===== config.mk =====
export PLATFORM = sky130hd
export DESIGN_NAME = sphere_triangle_subdivider
export DESIGN_NICKNAME = d
export VERILOG_FILES = /design/src/hw/rtl/sts_pkg.sv /design/src/hw/rtl/sphere_triangle_subdivider.sv /design/src/hw/rtl/sts_norm_unit.sv
export SDC_FILE = /design/constraint.sdc
export NUM_CORES = 2
export LEC_CHECK = 0
export ABC_AREA = 0
export BUFFER_PORTS_ARGS = -buffer_cell sky130_fd_sc_hd__buf_2
export CORE_ASPECT_RATIO = 0.75
export CORE_MARGIN = 10
export CORE_UTILIZATION = 35
export CTS_CLUSTER_DIAMETER = 120
export DETAILED_ROUTE_END_ITERATION = 12
export MAX_ROUTING_LAYER = met4
export PLACE_DENSITY = 0.59
export RECOVER_POWER = 25
export SYNTH_ARGS = -nofsm -noshare
export SYNTH_HDL_FRONTEND = slang
export SYNTH_SLANG_ARGS = --single-unit

===== constraint.sdc =====
create_clock -name clk -period 13.8 [get_ports clk]
set_input_delay 2.07 -clock clk [delete_from_list [all_inputs] [get_ports clk]]
set_output_delay 2.07 -clock clk [all_outputs]
set_load 0.03 [all_outputs]

===== src/hw/rtl/sts_pkg.sv =====
// Shared types, constants and lookup functions for the sphere triangle subdivider.
// Used by sts_norm_unit and sphere_triangle_subdivider; depends on nothing else.
package sts_pkg;

  localparam int COORD_W         = 16;
  localparam int MAX_DEPTH_DEF   = 3;
  localparam int FRAC_BITS_DEF   = 14;
  localparam int SLOTS_PER_LEVEL = 6;   // three vertices, then m12, m23, m31
  localparam int MID_BASE        = 3;
  localparam logic [1:0] CHILD_LAST = 2'd3;

  typedef struct packed {
    logic signed [COORD_W-1:0] x;
    logic signed [COORD_W-1:0] y;
    logic signed [COORD_W-1:0] z;
  } vec_t;

  typedef struct packed {
    logic signed [COORD_W-1:0] v1_x;
    logic signed [COORD_W-1:0] v1_y;
    logic signed [COORD_W-1:0] v1_z;
    logic signed [COORD_W-1:0] v2_x;
    logic signed [COORD_W-1:0] v2_y;
    logic signed [COORD_W-1:0] v2_z;
    logic signed [COORD_W-1:0] v3_x;
    logic signed [COORD_W-1:0] v3_y;
    logic signed [COORD_W-1:0] v3_z;
  } in_t;

  typedef struct packed {
    logic signed [COORD_W-1:0] out_a_x;
    logic signed [COORD_W-1:0] out_a_y;
    logic signed [COORD_W-1:0] out_a_z;
    logic signed [COORD_W-1:0] out_b_x;
    logic signed [COORD_W-1:0] out_b_y;
    logic signed [COORD_W-1:0] out_b_z;
    logic signed [COORD_W-1:0] out_c_x;
    logic signed [COORD_W-1:0] out_c_y;
    logic signed [COORD_W-1:0] out_c_z;
    logic                      last_triangle;
  } out_t;

  // Handshake between the sequencer and the normalize unit.
  typedef struct packed {
    logic start;
    logic done;
  } norm_ctl_t;

  // Slot within the parent level that feeds vertex v of child k.
  function automatic logic [2:0] child_src(input logic [1:0] k, input logic [1:0] v);
    logic [2:0] s;
    s = 3'd0;
    unique case (k)
      2'd0: s = (v == 2'd0) ? 3'd0 : (v == 2'd1) ? 3'd3 : 3'd5;
      2'd1: s = (v == 2'd0) ? 3'd1 : (v == 2'd1) ? 3'd4 : 3'd3;
      2'd2: s = (v == 2'd0) ? 3'd2 : (v == 2'd1) ? 3'd5 : 3'd4;
      2'd3: s = (v == 2'd0) ? 3'd3 : (v == 2'd1) ? 3'd4 : 3'd5;
      default: s = 3'd0;
    endcase
    return s;
  endfunction

  // Second endpoint of midpoint pair p: (0,1), (1,2), (2,0).
  function automatic logic [1:0] pair_b(input logic [1:0] p);
    return (p == 2'd2) ? 2'd0 : p + 2'd1;
  endfunction

endpackage


===== src/hw/rtl/sphere_triangle_subdivider.sv =====
// Top level: depth-first subdivision sequencer, vertex store and output register.
// Depends on sts_pkg and sts_norm_unit.
//
//  channel | ports                      | transfer
//  input   | start, busy, in_data       | edge with start high and busy low
//  result  | out_valid, out_data        | every cycle out_valid is high
//  config  | cfg_we, cfg_wdata          | edge with cfg_we high
//
// Each midpoint is made in turn: two store reads, a launch state, then the shared
// normalize unit (square steps, root steps, three divides of set-up and bit steps, done).
// Reset is synchronous; the vertex store needs no clearing. Results cannot be stalled.
module sphere_triangle_subdivider #(
  parameter int MAX_DEPTH       = sts_pkg::MAX_DEPTH_DEF,
  parameter int COORD_FRAC_BITS = sts_pkg::FRAC_BITS_DEF
) (
  input  logic            clk,
  input  logic            rst_n,
  input  logic            start,
  output logic            busy,
  input  sts_pkg::in_t    in_data,
  output logic            out_valid,
  output sts_pkg::out_t   out_data,
  input  logic            cfg_we,
  input  logic [1:0]      cfg_wdata
);

  localparam int LVLS    = MAX_DEPTH + 1;
  localparam int LW      = $clog2(LVLS);
  localparam int ENTRIES = LVLS * sts_pkg::SLOTS_PER_LEVEL;
  localparam int AW      = $clog2(ENTRIES);

  typedef enum logic [3:0] {
    S_IDLE, S_LOAD, S_TRI, S_MID_RA, S_MID_RB, S_MID_GO, S_MID_WAIT,
    S_CP_RD, S_CP_WR, S_LF_RD, S_LF_CAP, S_POP
  } state_t;

  state_t            state_r;
  logic [1:0]        depth_cfg_r;
  sts_pkg::in_t      in_r;
  logic [LW-1:0]     level_r;
  logic [1:0]        cpos_r [LVLS];
  logic [1:0]        v_r;
  logic [1:0]        p_r;
  sts_pkg::vec_t     a_r;
  sts_pkg::vec_t     tri_r [3];
  logic              out_valid_r;
  logic              last_r;

  sts_pkg::vec_t     mem [ENTRIES];
  sts_pkg::vec_t     rd_r;
  logic [AW-1:0]     rd_addr;
  logic              we;
  logic [AW-1:0]     wa;
  sts_pkg::vec_t     wd;

  sts_pkg::norm_ctl_t nctl;
  logic               norm_done;
  sts_pkg::vec_t      norm_m;

  logic [LW-1:0]     depth_eff;
  logic [AW-1:0]     base;
  logic              last_c;
  logic [LW-1:0]     up;

  function automatic sts_pkg::vec_t in_vertex(input sts_pkg::in_t d, input logic [1:0] v);
    sts_pkg::vec_t r;
    r = '{x: d.v1_x, y: d.v1_y, z: d.v1_z};
    if (v == 2'd1) r = '{x: d.v2_x, y: d.v2_y, z: d.v2_z};
    if (v == 2'd2) r = '{x: d.v3_x, y: d.v3_y, z: d.v3_z};
    return r;
  endfunction

  always_comb begin
    depth_eff = (32'(depth_cfg_r) > MAX_DEPTH) ? LW'(MAX_DEPTH) : LW'(depth_cfg_r);
    base      = AW'(level_r) * AW'(sts_pkg::SLOTS_PER_LEVEL);
    up        = level_r - LW'(1);
    // Final triangle once every expanded level sits on its last child.
    last_c = 1'b1;
    for (int i = 0; i < LVLS; i++) begin
      if (LW'(i) < depth_eff && cpos_r[i] != sts_pkg::CHILD_LAST) last_c = 1'b0;
    end
  end

  always_comb begin
    rd_addr = '0;
    unique case (state_r)
      S_MID_RA: rd_addr = base + AW'(p_r);
      S_MID_RB: rd_addr = base + AW'(sts_pkg::pair_b(p_r));
      S_CP_RD:  rd_addr = base + AW'(sts_pkg::child_src(cpos_r[level_r], v_r));
      S_LF_RD:  rd_addr = base + AW'(v_r);
      default:  rd_addr = '0;
    endcase
  end

  always_comb begin
    we = 1'b0;
    wa = '0;
    wd = rd_r;
    unique case (state_r)
      S_LOAD: begin
        we = 1'b1;
        wa = AW'(v_r);
        wd = in_vertex(in_r, v_r);
      end
      S_MID_WAIT: begin
        we = nctl.done;
        wa = base + AW'(sts_pkg::MID_BASE) + AW'(p_r);
        wd = norm_m;
      end
      S_CP_WR: begin
        we = 1'b1;
        wa = base + AW'(sts_pkg::SLOTS_PER_LEVEL) + AW'(v_r);
        wd = rd_r;
      end
      default: we = 1'b0;
    endcase
  end

  always_ff @(posedge clk) begin
    if (we) mem[wa] <= wd;
    rd_r <= mem[rd_addr];
  end

  assign nctl = '{start: (state_r == S_MID_GO), done: norm_done};

  sts_norm_unit #(
    .COORD_FRAC_BITS(COORD_FRAC_BITS)
  ) u_norm (
    .clk   (clk),
    .rst_n (rst_n),
    .start (nctl.start),
    .a     (a_r),
    .b     (rd_r),
    .done  (norm_done),
    .m     (norm_m)
  );

  always_ff @(posedge clk) begin
    if (!rst_n) begin
      state_r     <= S_IDLE;
      depth_cfg_r <= 2'd0;
      level_r     <= '0;
      v_r         <= 2'd0;
      p_r         <= 2'd0;
      out_valid_r <= 1'b0;
      for (int i = 0; i < LVLS; i++) cpos_r[i] <= 2'd0;
    end else begin
      out_valid_r <= 1'b0;
      if (cfg_we) depth_cfg_r <= cfg_wdata;
      unique case (state_r)
        S_IDLE: begin
          if (start) begin
            in_r    <= in_data;
            level_r <= '0;
            v_r     <= 2'd0;
            for (int i = 0; i < LVLS; i++) cpos_r[i] <= 2'd0;
            state_r <= S_LOAD;
          end
        end
        S_LOAD: begin
          v_r <= v_r + 2'd1;
          if (v_r == 2'd2) begin
            v_r     <= 2'd0;
            state_r <= S_TRI;
          end
        end
        S_TRI: begin
          v_r     <= 2'd0;
          p_r     <= 2'd0;
          state_r <= (level_r == depth_eff) ? S_LF_RD : S_MID_RA;
        end
        S_MID_RA: state_r <= S_MID_RB;
        S_MID_RB: begin
          a_r     <= rd_r;
          state_r <= S_MID_GO;
        end
        S_MID_GO: state_r <= S_MID_WAIT;
        S_MID_WAIT: begin
          if (nctl.done) begin
            p_r <= p_r + 2'd1;
            if (p_r == 2'd2) begin
              cpos_r[level_r] <= 2'd0;
              v_r             <= 2'd0;
              state_r         <= S_CP_RD;
            end else begin
              state_r <= S_MID_RA;
            end
          end
        end
        S_CP_RD: state_r <= S_CP_WR;
        S_CP_WR: begin
          v_r <= v_r + 2'd1;
          if (v_r == 2'd2) begin
            level_r <= level_r + LW'(1);
            state_r <= S_TRI;
          end else begin
            state_r <= S_CP_RD;
          end
        end
        S_LF_RD: state_r <= S_LF_CAP;
        S_LF_CAP: begin
          tri_r[v_r] <= rd_r;
          v_r        <= v_r + 2'd1;
          if (v_r == 2'd2) begin
            out_valid_r <= 1'b1;
            last_r      <= last_c;
            state_r     <= S_POP;
          end else begin
            state_r <= S_LF_RD;
          end
        end
        S_POP: begin
          // Climb until a level still has children left to expand.
          if (level_r == '0) begin
            state_r <= S_IDLE;
          end else if (cpos_r[up] == sts_pkg::CHILD_LAST) begin
            level_r <= up;
          end else begin
            cpos_r[up] <= cpos_r[up] + 2'd1;
            level_r    <= up;
            v_r        <= 2'd0;
            state_r    <= S_CP_RD;
          end
        end
        default: state_r <= S_IDLE;
      endcase
    end
  end

  assign busy      = (state_r != S_IDLE);
  assign out_valid = out_valid_r;
  assign out_data  = '{
    out_a_x: tri_r[0].x, out_a_y: tri_r[0].y, out_a_z: tri_r[0].z,
    out_b_x: tri_r[1].x, out_b_y: tri_r[1].y, out_b_z: tri_r[1].z,
    out_c_x: tri_r[2].x, out_c_y: tri_r[2].y, out_c_z: tri_r[2].z,
    last_triangle: last_r
  };

`ifndef SYNTHESIS
  a_out_while_busy: assert property (@(posedge clk) disable iff (!rst_n)
    out_valid |-> busy)
    else $error("result strobe outside an item");
  a_start_takes: assert property (@(posedge clk) disable iff (!rst_n)
    start && !busy |=> busy)
    else $error("accepted item did not raise busy");
  a_level_bound: assert property (@(posedge clk) disable iff (!rst_n)
    busy |-> level_r <= depth_eff)
    else $error("subdivision level passed the depth");
  a_norm_only_wait: assert property (@(posedge clk) disable iff (!rst_n)
    nctl.done |-> state_r == S_MID_WAIT)
    else $error("normalize finished while not awaited");
`endif

endmodule


===== src/hw/rtl/sts_norm_unit.sv =====
// Multi-cycle normalize unit: m = (a+b) * 2^FRAC / isqrt(|a+b|^2), truncated.
// Uses sts_pkg for vec_t and its constants; one multiplier serves all three components.
module sts_norm_unit #(
  parameter int COORD_FRAC_BITS = sts_pkg::FRAC_BITS_DEF
) (
  input  logic              clk,
  input  logic              rst_n,
  input  logic              start,
  input  sts_pkg::vec_t     a,
  input  sts_pkg::vec_t     b,
  output logic              done,
  output sts_pkg::vec_t     m
);

  localparam int SW   = sts_pkg::COORD_W + 1;
  localparam int PW   = 2 * SW;
  localparam int SQW  = PW + 1;
  localparam int LENW = SW + 1;
  localparam int QW   = COORD_FRAC_BITS + 1;
  localparam int JW   = $clog2(QW);
  localparam logic [SQW-1:0] BIT_TOP = SQW'(1) << (SQW - 1);

  typedef enum logic [2:0] {N_IDLE, N_SQ, N_RT, N_DVI, N_DV, N_DONE} nstate_t;

  nstate_t                state_r;
  logic signed [SW-1:0]   s_r [3];
  logic [1:0]             ci_r;
  logic [PW-1:0]          acc_r;
  logic [SQW-1:0]         n_r;
  logic [SQW-1:0]         root_r;
  logic [SQW-1:0]         bit_r;
  logic [LENW-1:0]        len_r;
  logic [LENW-1:0]        rem_r;
  logic [QW-1:0]          q_r;
  logic [JW-1:0]          j_r;
  logic signed [sts_pkg::COORD_W-1:0] m_r [3];

  logic [SW-1:0]   mag;
  logic [PW-1:0]   prod;
  logic [SQW-1:0]  rb;
  logic [LENW:0]   t;
  logic            ge;
  logic [QW-1:0]   q_new;
  logic [sts_pkg::COORD_W-1:0] q_ext;

  always_comb begin
    mag   = s_r[ci_r][SW-1] ? SW'(-s_r[ci_r]) : SW'(s_r[ci_r]);
    prod  = PW'(mag) * PW'(mag);
    rb    = root_r + bit_r;
    t     = {rem_r, (j_r == JW'(COORD_FRAC_BITS)) ? mag[0] : 1'b0};
    ge    = t >= {1'b0, len_r};
    q_new = {q_r[QW-2:0], ge};
    q_ext = sts_pkg::COORD_W'(q_new);
  end

  always_ff @(posedge clk) begin
    if (!rst_n) begin
      state_r <= N_IDLE;
      ci_r    <= 2'd0;
    end else begin
      unique case (state_r)
        N_IDLE: begin
          if (start) begin
            s_r[0]  <= SW'(a.x) + SW'(b.x);
            s_r[1]  <= SW'(a.y) + SW'(b.y);
            s_r[2]  <= SW'(a.z) + SW'(b.z);
            ci_r    <= 2'd0;
            acc_r   <= '0;
            state_r <= N_SQ;
          end
        end
        N_SQ: begin
          acc_r <= acc_r + prod;
          if (ci_r == 2'd2) begin
            n_r     <= SQW'(acc_r) + SQW'(prod);
            root_r  <= '0;
            bit_r   <= BIT_TOP;
            ci_r    <= 2'd0;
            state_r <= N_RT;
          end else begin
            ci_r <= ci_r + 2'd1;
          end
        end
        N_RT: begin
          if (n_r >= rb) begin
            n_r    <= n_r - rb;
            root_r <= (root_r >> 1) + bit_r;
          end else begin
            root_r <= root_r >> 1;
          end
          bit_r <= bit_r >> 2;
          if (bit_r[0]) begin
            len_r   <= (n_r >= rb) ? LENW'((root_r >> 1) + bit_r) : LENW'(root_r >> 1);
            state_r <= N_DVI;
          end
        end
        N_DVI: begin
          rem_r   <= LENW'(mag >> 1);
          q_r     <= '0;
          j_r     <= JW'(COORD_FRAC_BITS);
          state_r <= N_DV;
        end
        N_DV: begin
          rem_r <= ge ? LENW'(t - {1'b0, len_r}) : LENW'(t);
          q_r   <= q_new;
          j_r   <= j_r - JW'(1);
          if (j_r == '0) begin
            // A zero length normalizes to the zero vector.
            if (len_r == '0) m_r[ci_r] <= '0;
            else m_r[ci_r] <= s_r[ci_r][SW-1] ? -q_ext : q_ext;
            if (ci_r == 2'd2) begin
              state_r <= N_DONE;
            end else begin
              ci_r    <= ci_r + 2'd1;
              state_r <= N_DVI;
            end
          end
        end
        N_DONE: begin
          state_r <= N_IDLE;
        end
        default: state_r <= N_IDLE;
      endcase
    end
  end

  assign done = (state_r == N_DONE);
  assign m    = '{x: m_r[0], y: m_r[1], z: m_r[2]};

endmodule

# After elaboration in Yosys (flattened, before gate mapping)
# Memories as Yosys holds them, arrays and structs flattened. A register that Yosys moved wholly into a read port is not among the register bits.
# Cells that the tools add are included.
# op_classes
addsub	26
n_mul	2
magnitude_cmp	6
n_eq_ne	44
n_mux	119
n_bitwise	5
reduce_logical	39
# ops
cell	n
35-bit case mux with 2 select lines	3
35-bit two-way mux	5
48-bit two-way mux	2
48-bit case mux with 2 select lines	1
34-bit case mux with 2 select lines	1
2-bit two-way mux	27
16-bit by 16-bit adder with 17-bit output	3
4-bit case mux with 12 select lines	1
3-bit two-way mux	14
1-bit two-way mux	41
18-bit two-way mux	2
18-bit case mux with 2 select lines	1
34-bit by 34-bit adder with 35-bit output	1
34-bit by 35-bit adder with 35-bit output	1
35-bit adder	1
35-bit greater-or-equal comparator	1
35-bit subtractor	1
34-bit adder	1
17-bit by 17-bit multiplier with 34-bit output	1
34-bit two-way mux	1
16-bit two-way mux	2
14-bit case mux with 2 select lines	1
5-bit by 2-bit adder with 5-bit output	5
4-bit two-way mux	6
52 further kinds	118
# totals
reg_bits	404
mem_bits_rw	1403
output_inout_bits	147
elab_cells	275
mem_count	5
# mem_list
memory	depth	width	read_ports	rd_ports_with_merged_regs	wr	line	rtl
mem	24	48	1	1	1	sphere_triangle_subdivider.sv:49	sts_pkg::vec_t mem [ENTRIES];
tri_r	3	48	3	0	1	sphere_triangle_subdivider.sv:45	sts_pkg::vec_t tri_r [3];
u_norm.s_r	3	17	1	1	3	sts_norm_unit.sv:26	logic signed [SW-1:0] s_r [3];
u_norm.m_r	3	16	3	0	1	sts_norm_unit.sv:36	logic signed [sts_pkg::COORD_W-1:0] m_r [3];
cpos_r	4	2	6	1	4	sphere_triangle_subdivider.sv:41	logic [1:0] cpos_r [LVLS];

# Longest topological paths before layout
# An unclocked memory read counts as a cell.
# logic_depth
ltp_word	10
depth_mapped	43
ltp_nobuf	40

# Cells and area by module
# A second synthesis with hierarchy kept.
# hier_totals
cells_unflattened	6837
area_unflattened_um2	88752.6
# by_module_without_submodules
module	instances	cells_per_inst	area_each_um2	seq_area_each_um2
sphere_triangle_subdivider	1	3834	60264.0	46214.3
sts_norm_unit	1	3003	28488.6	8398.1

# Worst setup path after synthesis
# OpenSTA, ideal clock, no wires.
# synth_path
kind	register to register
startpoint	register with a tool-made name
endpoint	register u_norm.n_r[32], data pin
setup_ns	0.269
t_arrival_ns	9.589
slack_ns	3.942
path_stages_with_launch	40
n_path_buf	3
path_cell_list	dfxtp_1 -> buf_2 -> buf_2 -> mux2i_1 -> o21a_1 -> clkbuf_1 -> ha_1 -> nand3_1 -> or4b_1 -> nand2_1 -> xnor2_1 -> clkinv_1 -> nand2_1 -> inv_1 -> fa_1 -> inv_1 -> fa_1 -> fa_1 -> [4 not listed] -> fa_1 -> inv_1 -> ha_1 -> a21oi_1 -> o21ai_0 -> o21bai_1 -> a21o_1 -> a21oi_1 -> xnor2_1 -> ha_1 -> a21o_1 -> a2111oi_0 -> o211ai_1 -> a311oi_2 -> o21ai_1 -> a2111oi_0 -> or3_1 -> o21ai_0
# synth_lines
item	line	rtl
to (signal assigned)	sts_norm_unit.sv:75	n_r <= SQW'(acc_r) + SQW'(prod);
to (signal assigned)	sts_norm_unit.sv:86	n_r <= n_r - rb;
to (decl)	sts_norm_unit.sv:29	logic [SQW-1:0] n_r;

==> impl_results.md <==
* Area contributors post-synth: edfxtp_1, fa_1, nand2_1
* Root Buffer: clkbuf_16
* CTS Hold Bufs at 0
* Initial core utilization at 35.2%
* DRC viols at 0
* FF-to-FF path depth at 36
* Setup TNS Final at 0 ns
* Final RePlAce weighted congestion at about 0.9
* Cts repair resizes at 0
* Share of layout cells above drive strength 1 at 12.6%
* Setup Fix Bufs, Post-CTS at 0
* Worst r2r dst: u_norm.n_r[32]
* I/O pins at 297
* Worst skew pair latency at 0.85 ns
* Vias at about 57000
* Slew headroom at -104%
* YS warnings at 0
* Cell taking the most area after synthesis: edfxtp_1
* Final net count at between 7000 and 8000
* Hpwl dp at approximately 170 mm
* Worst Hold Launch: rd_r[20]
* Longest Clk Path Bufs at 3
* Critical path capture point type: register
* Top_reg_cell synth: edfxtp_1
* GRT Resource Usage Total at roughly a fifth
* F_max at ~84 MHz
* Number of flops mapped to enable cells by yosys at 1772
* Seq/Total Area, Yosys at between 60% and 70%
* Hold Path Class: register to register
* Core Footprint at 248000 um^2
* Max stage delay on crit path at 0.87 ns
* Area Overhead vs Synth at 14.3%
* Largest net degree at the start of global routing at 186
* Post-synth top area share at 61.1%
* First-pass GRT wire length at 379 mm
* Die X-Extent at 596 um
* Post-DRT Antenna Nets at 0
* Number of hold violations in the final report at 0
* Grt ovf at 0
* Vias in the first global route at roughly 55000
* WL/cell at 24.6 um
* Post-synthesis area per instance at between 10 and 15 um^2
* CTS tree: yes
* Least-Margin Pin Slew at 3.06 ns
* Max cap viols at 15
* Final worst-path cycle share at 85.8%
* Clk sinks at roughly 1800
* Status: finished, violations left
* Die height at 452 um
* Worst Setup Path Type: register to register
* Most common cell in the netlist: edfxtp_1
* Crit path launch type: register
* Post-Syn Area at 87100 um^2
* R2R Setup Slk at 1.96 ns
* Hold endpoint: tri_r[0][20]
* Worst EP required at 14.32 ns
* #FFs+latches synth at about 1800
* IO buf count at 296
* Total number of H-tree levels at 4
* TritonCTS buffer count at 192
* Yosys cell types at 85
* # rows at 158
* Crit path max fanout at 17
* First drt pass iteration count at 6
* Post-synth ARST share at 0%
* Slew Limit Fails at 490
* Vias per cell at 5.39
* Final setup violation count at 0
* Synth top cells by count: edfxtp_1, nand2_1, nand3_1, nor2_1, inv_1
* Minimum clock period at 11.84 ns
* Post-synthesis cell count at 6795
* CP arrival at 12.36 ns
* Hold-critical path depth at 0
* Worst path slowest cell: dfxtp_1
* Initial antenna violation count at 20
* Worst-path clk slew at 0.07 ns
* Total Wirelength at 261 mm
* Worst Clk Skew at 0.0512 ns
* Die ar. at 269000 um^2
* Unrepaired setup endpoints after global routing: false
* Failing checks: max-capacitance violations, max-slew violations
* Drt first-iter violations at 7456
[area by class of cell]
cell class | instances | area [um^2]
Fill cell | 23000 | 148000
Multi-Input combinational cell | 4267 | 30100
Timing Repair Buffer | 466 | 2630
Antenna cell | 7 | 17.5
Tap cell | 3280 | 4100
Sequential cell | 1842 | 54600
Clock inverter | 119 | 1380
Clock buffer | 246 | 5170
Inverter | 393 | 1480
[worst max-delay path: cells and delay by family, from the launching register on]
family                   cells  cell delay, ns
XOR/XNOR                     2            0.95
buffers and inverters        6            0.96
multiplexers                 1            0.29
adder cells (fa/ha/maj)      9            3.90
AND/OR/NAND/NOR              5            0.99
flip-flops                   1            0.87
AO/OA/AOI/OAI               13            3.55
[cell families after synthesis]
logic type | after synthesis | share of synthesized area, %
other | 2 | 0.00862
AOI/OAI and AO/OA | 1003 | 7.11
buffers and inverters | 696 | 3.15
xor gates and xnor gates | 238 | 2.39
and+or+nand+nor | 2294 | 11.7
muxes | 219 | 4.05
DFF | 1842 | 62.7
adders and majority gates | 501 | 8.91
[registers in the layout (all words and copies together), names as in the netlist, 3 cells and up, named ones only]
register	flops
tri_r	144
u_norm.state_r	3
rd_r	48
u_norm.len_r	18
a_r	48
u_norm.q_r	14
u_norm.bit_r	18
mem	1152
in_r	144
u_norm.j_r	4
u_norm.n_r	35
u_norm.root_r	35
u_norm.m_r	48
u_norm.rem_r	18
u_norm.s_r	51
cpos_r	8
u_norm.acc_r	34
state_r	4
[layout by cell type (no fill, tap or decap), types with 70 or more instances in the layout]
cell type and n:
edfxtp_1 1772, ha_1 301, inv_1 383, clkbuf_1 97
mux4_2 105, xor2_1 97, buf_4 116, mux2i_1 97
a22oi_1 76, buf_2 289, fa_1 199, clkbuf_16 195
nand3_1 496, a21oi_1 368, xnor2_1 140, nand2_1 1033
dfxtp_1 70, nor2_1 374, o21ai_0 152
[routing by layer]
layer	track usage (%)	share of wire, %	vias to the layer above
met5	-	0	-
met4	5.58	3.1	0
met3	4.36	10	416
met2	27.8	43	2725
met1	27.1	43	28500
li1	-	-	25500
[how the worst max path moves through the flow]
stage / from / end / depth (start not counted)
3_5_place_dp: register / u_norm.n_r[32] / 36
5_1_grt: register / u_norm.n_r[32] / 36
6_report: register / u_norm.n_r[32] / 36
4_1_cts: register / u_norm.n_r[32] / 36
3_3_place_gp: register / u_norm.n_r[32] / 34
2_1_floorplan: register / u_norm.n_r[32] / 39
[per-stage QoR]
stage	utilization, %	hold slack (ns)	area, um^2	cells	setup WS (ns)
after global routing	40.2	0.536	99500	10600	1.09
after global placement	37.7	0.505	93200	10200	2.26
after CTS	40.3	0.521	99800	10600	2.01
final	40.2	0.500	99500	10600	1.96
after floorplan	-	0.487	87200	6805	3.94
after detailed placement	37.7	0.512	93200	10200	2.13
Power is left out: the tool's default activity adds up to more than one toggle a clock period on the data nets, which glitch-free logic cannot reach.
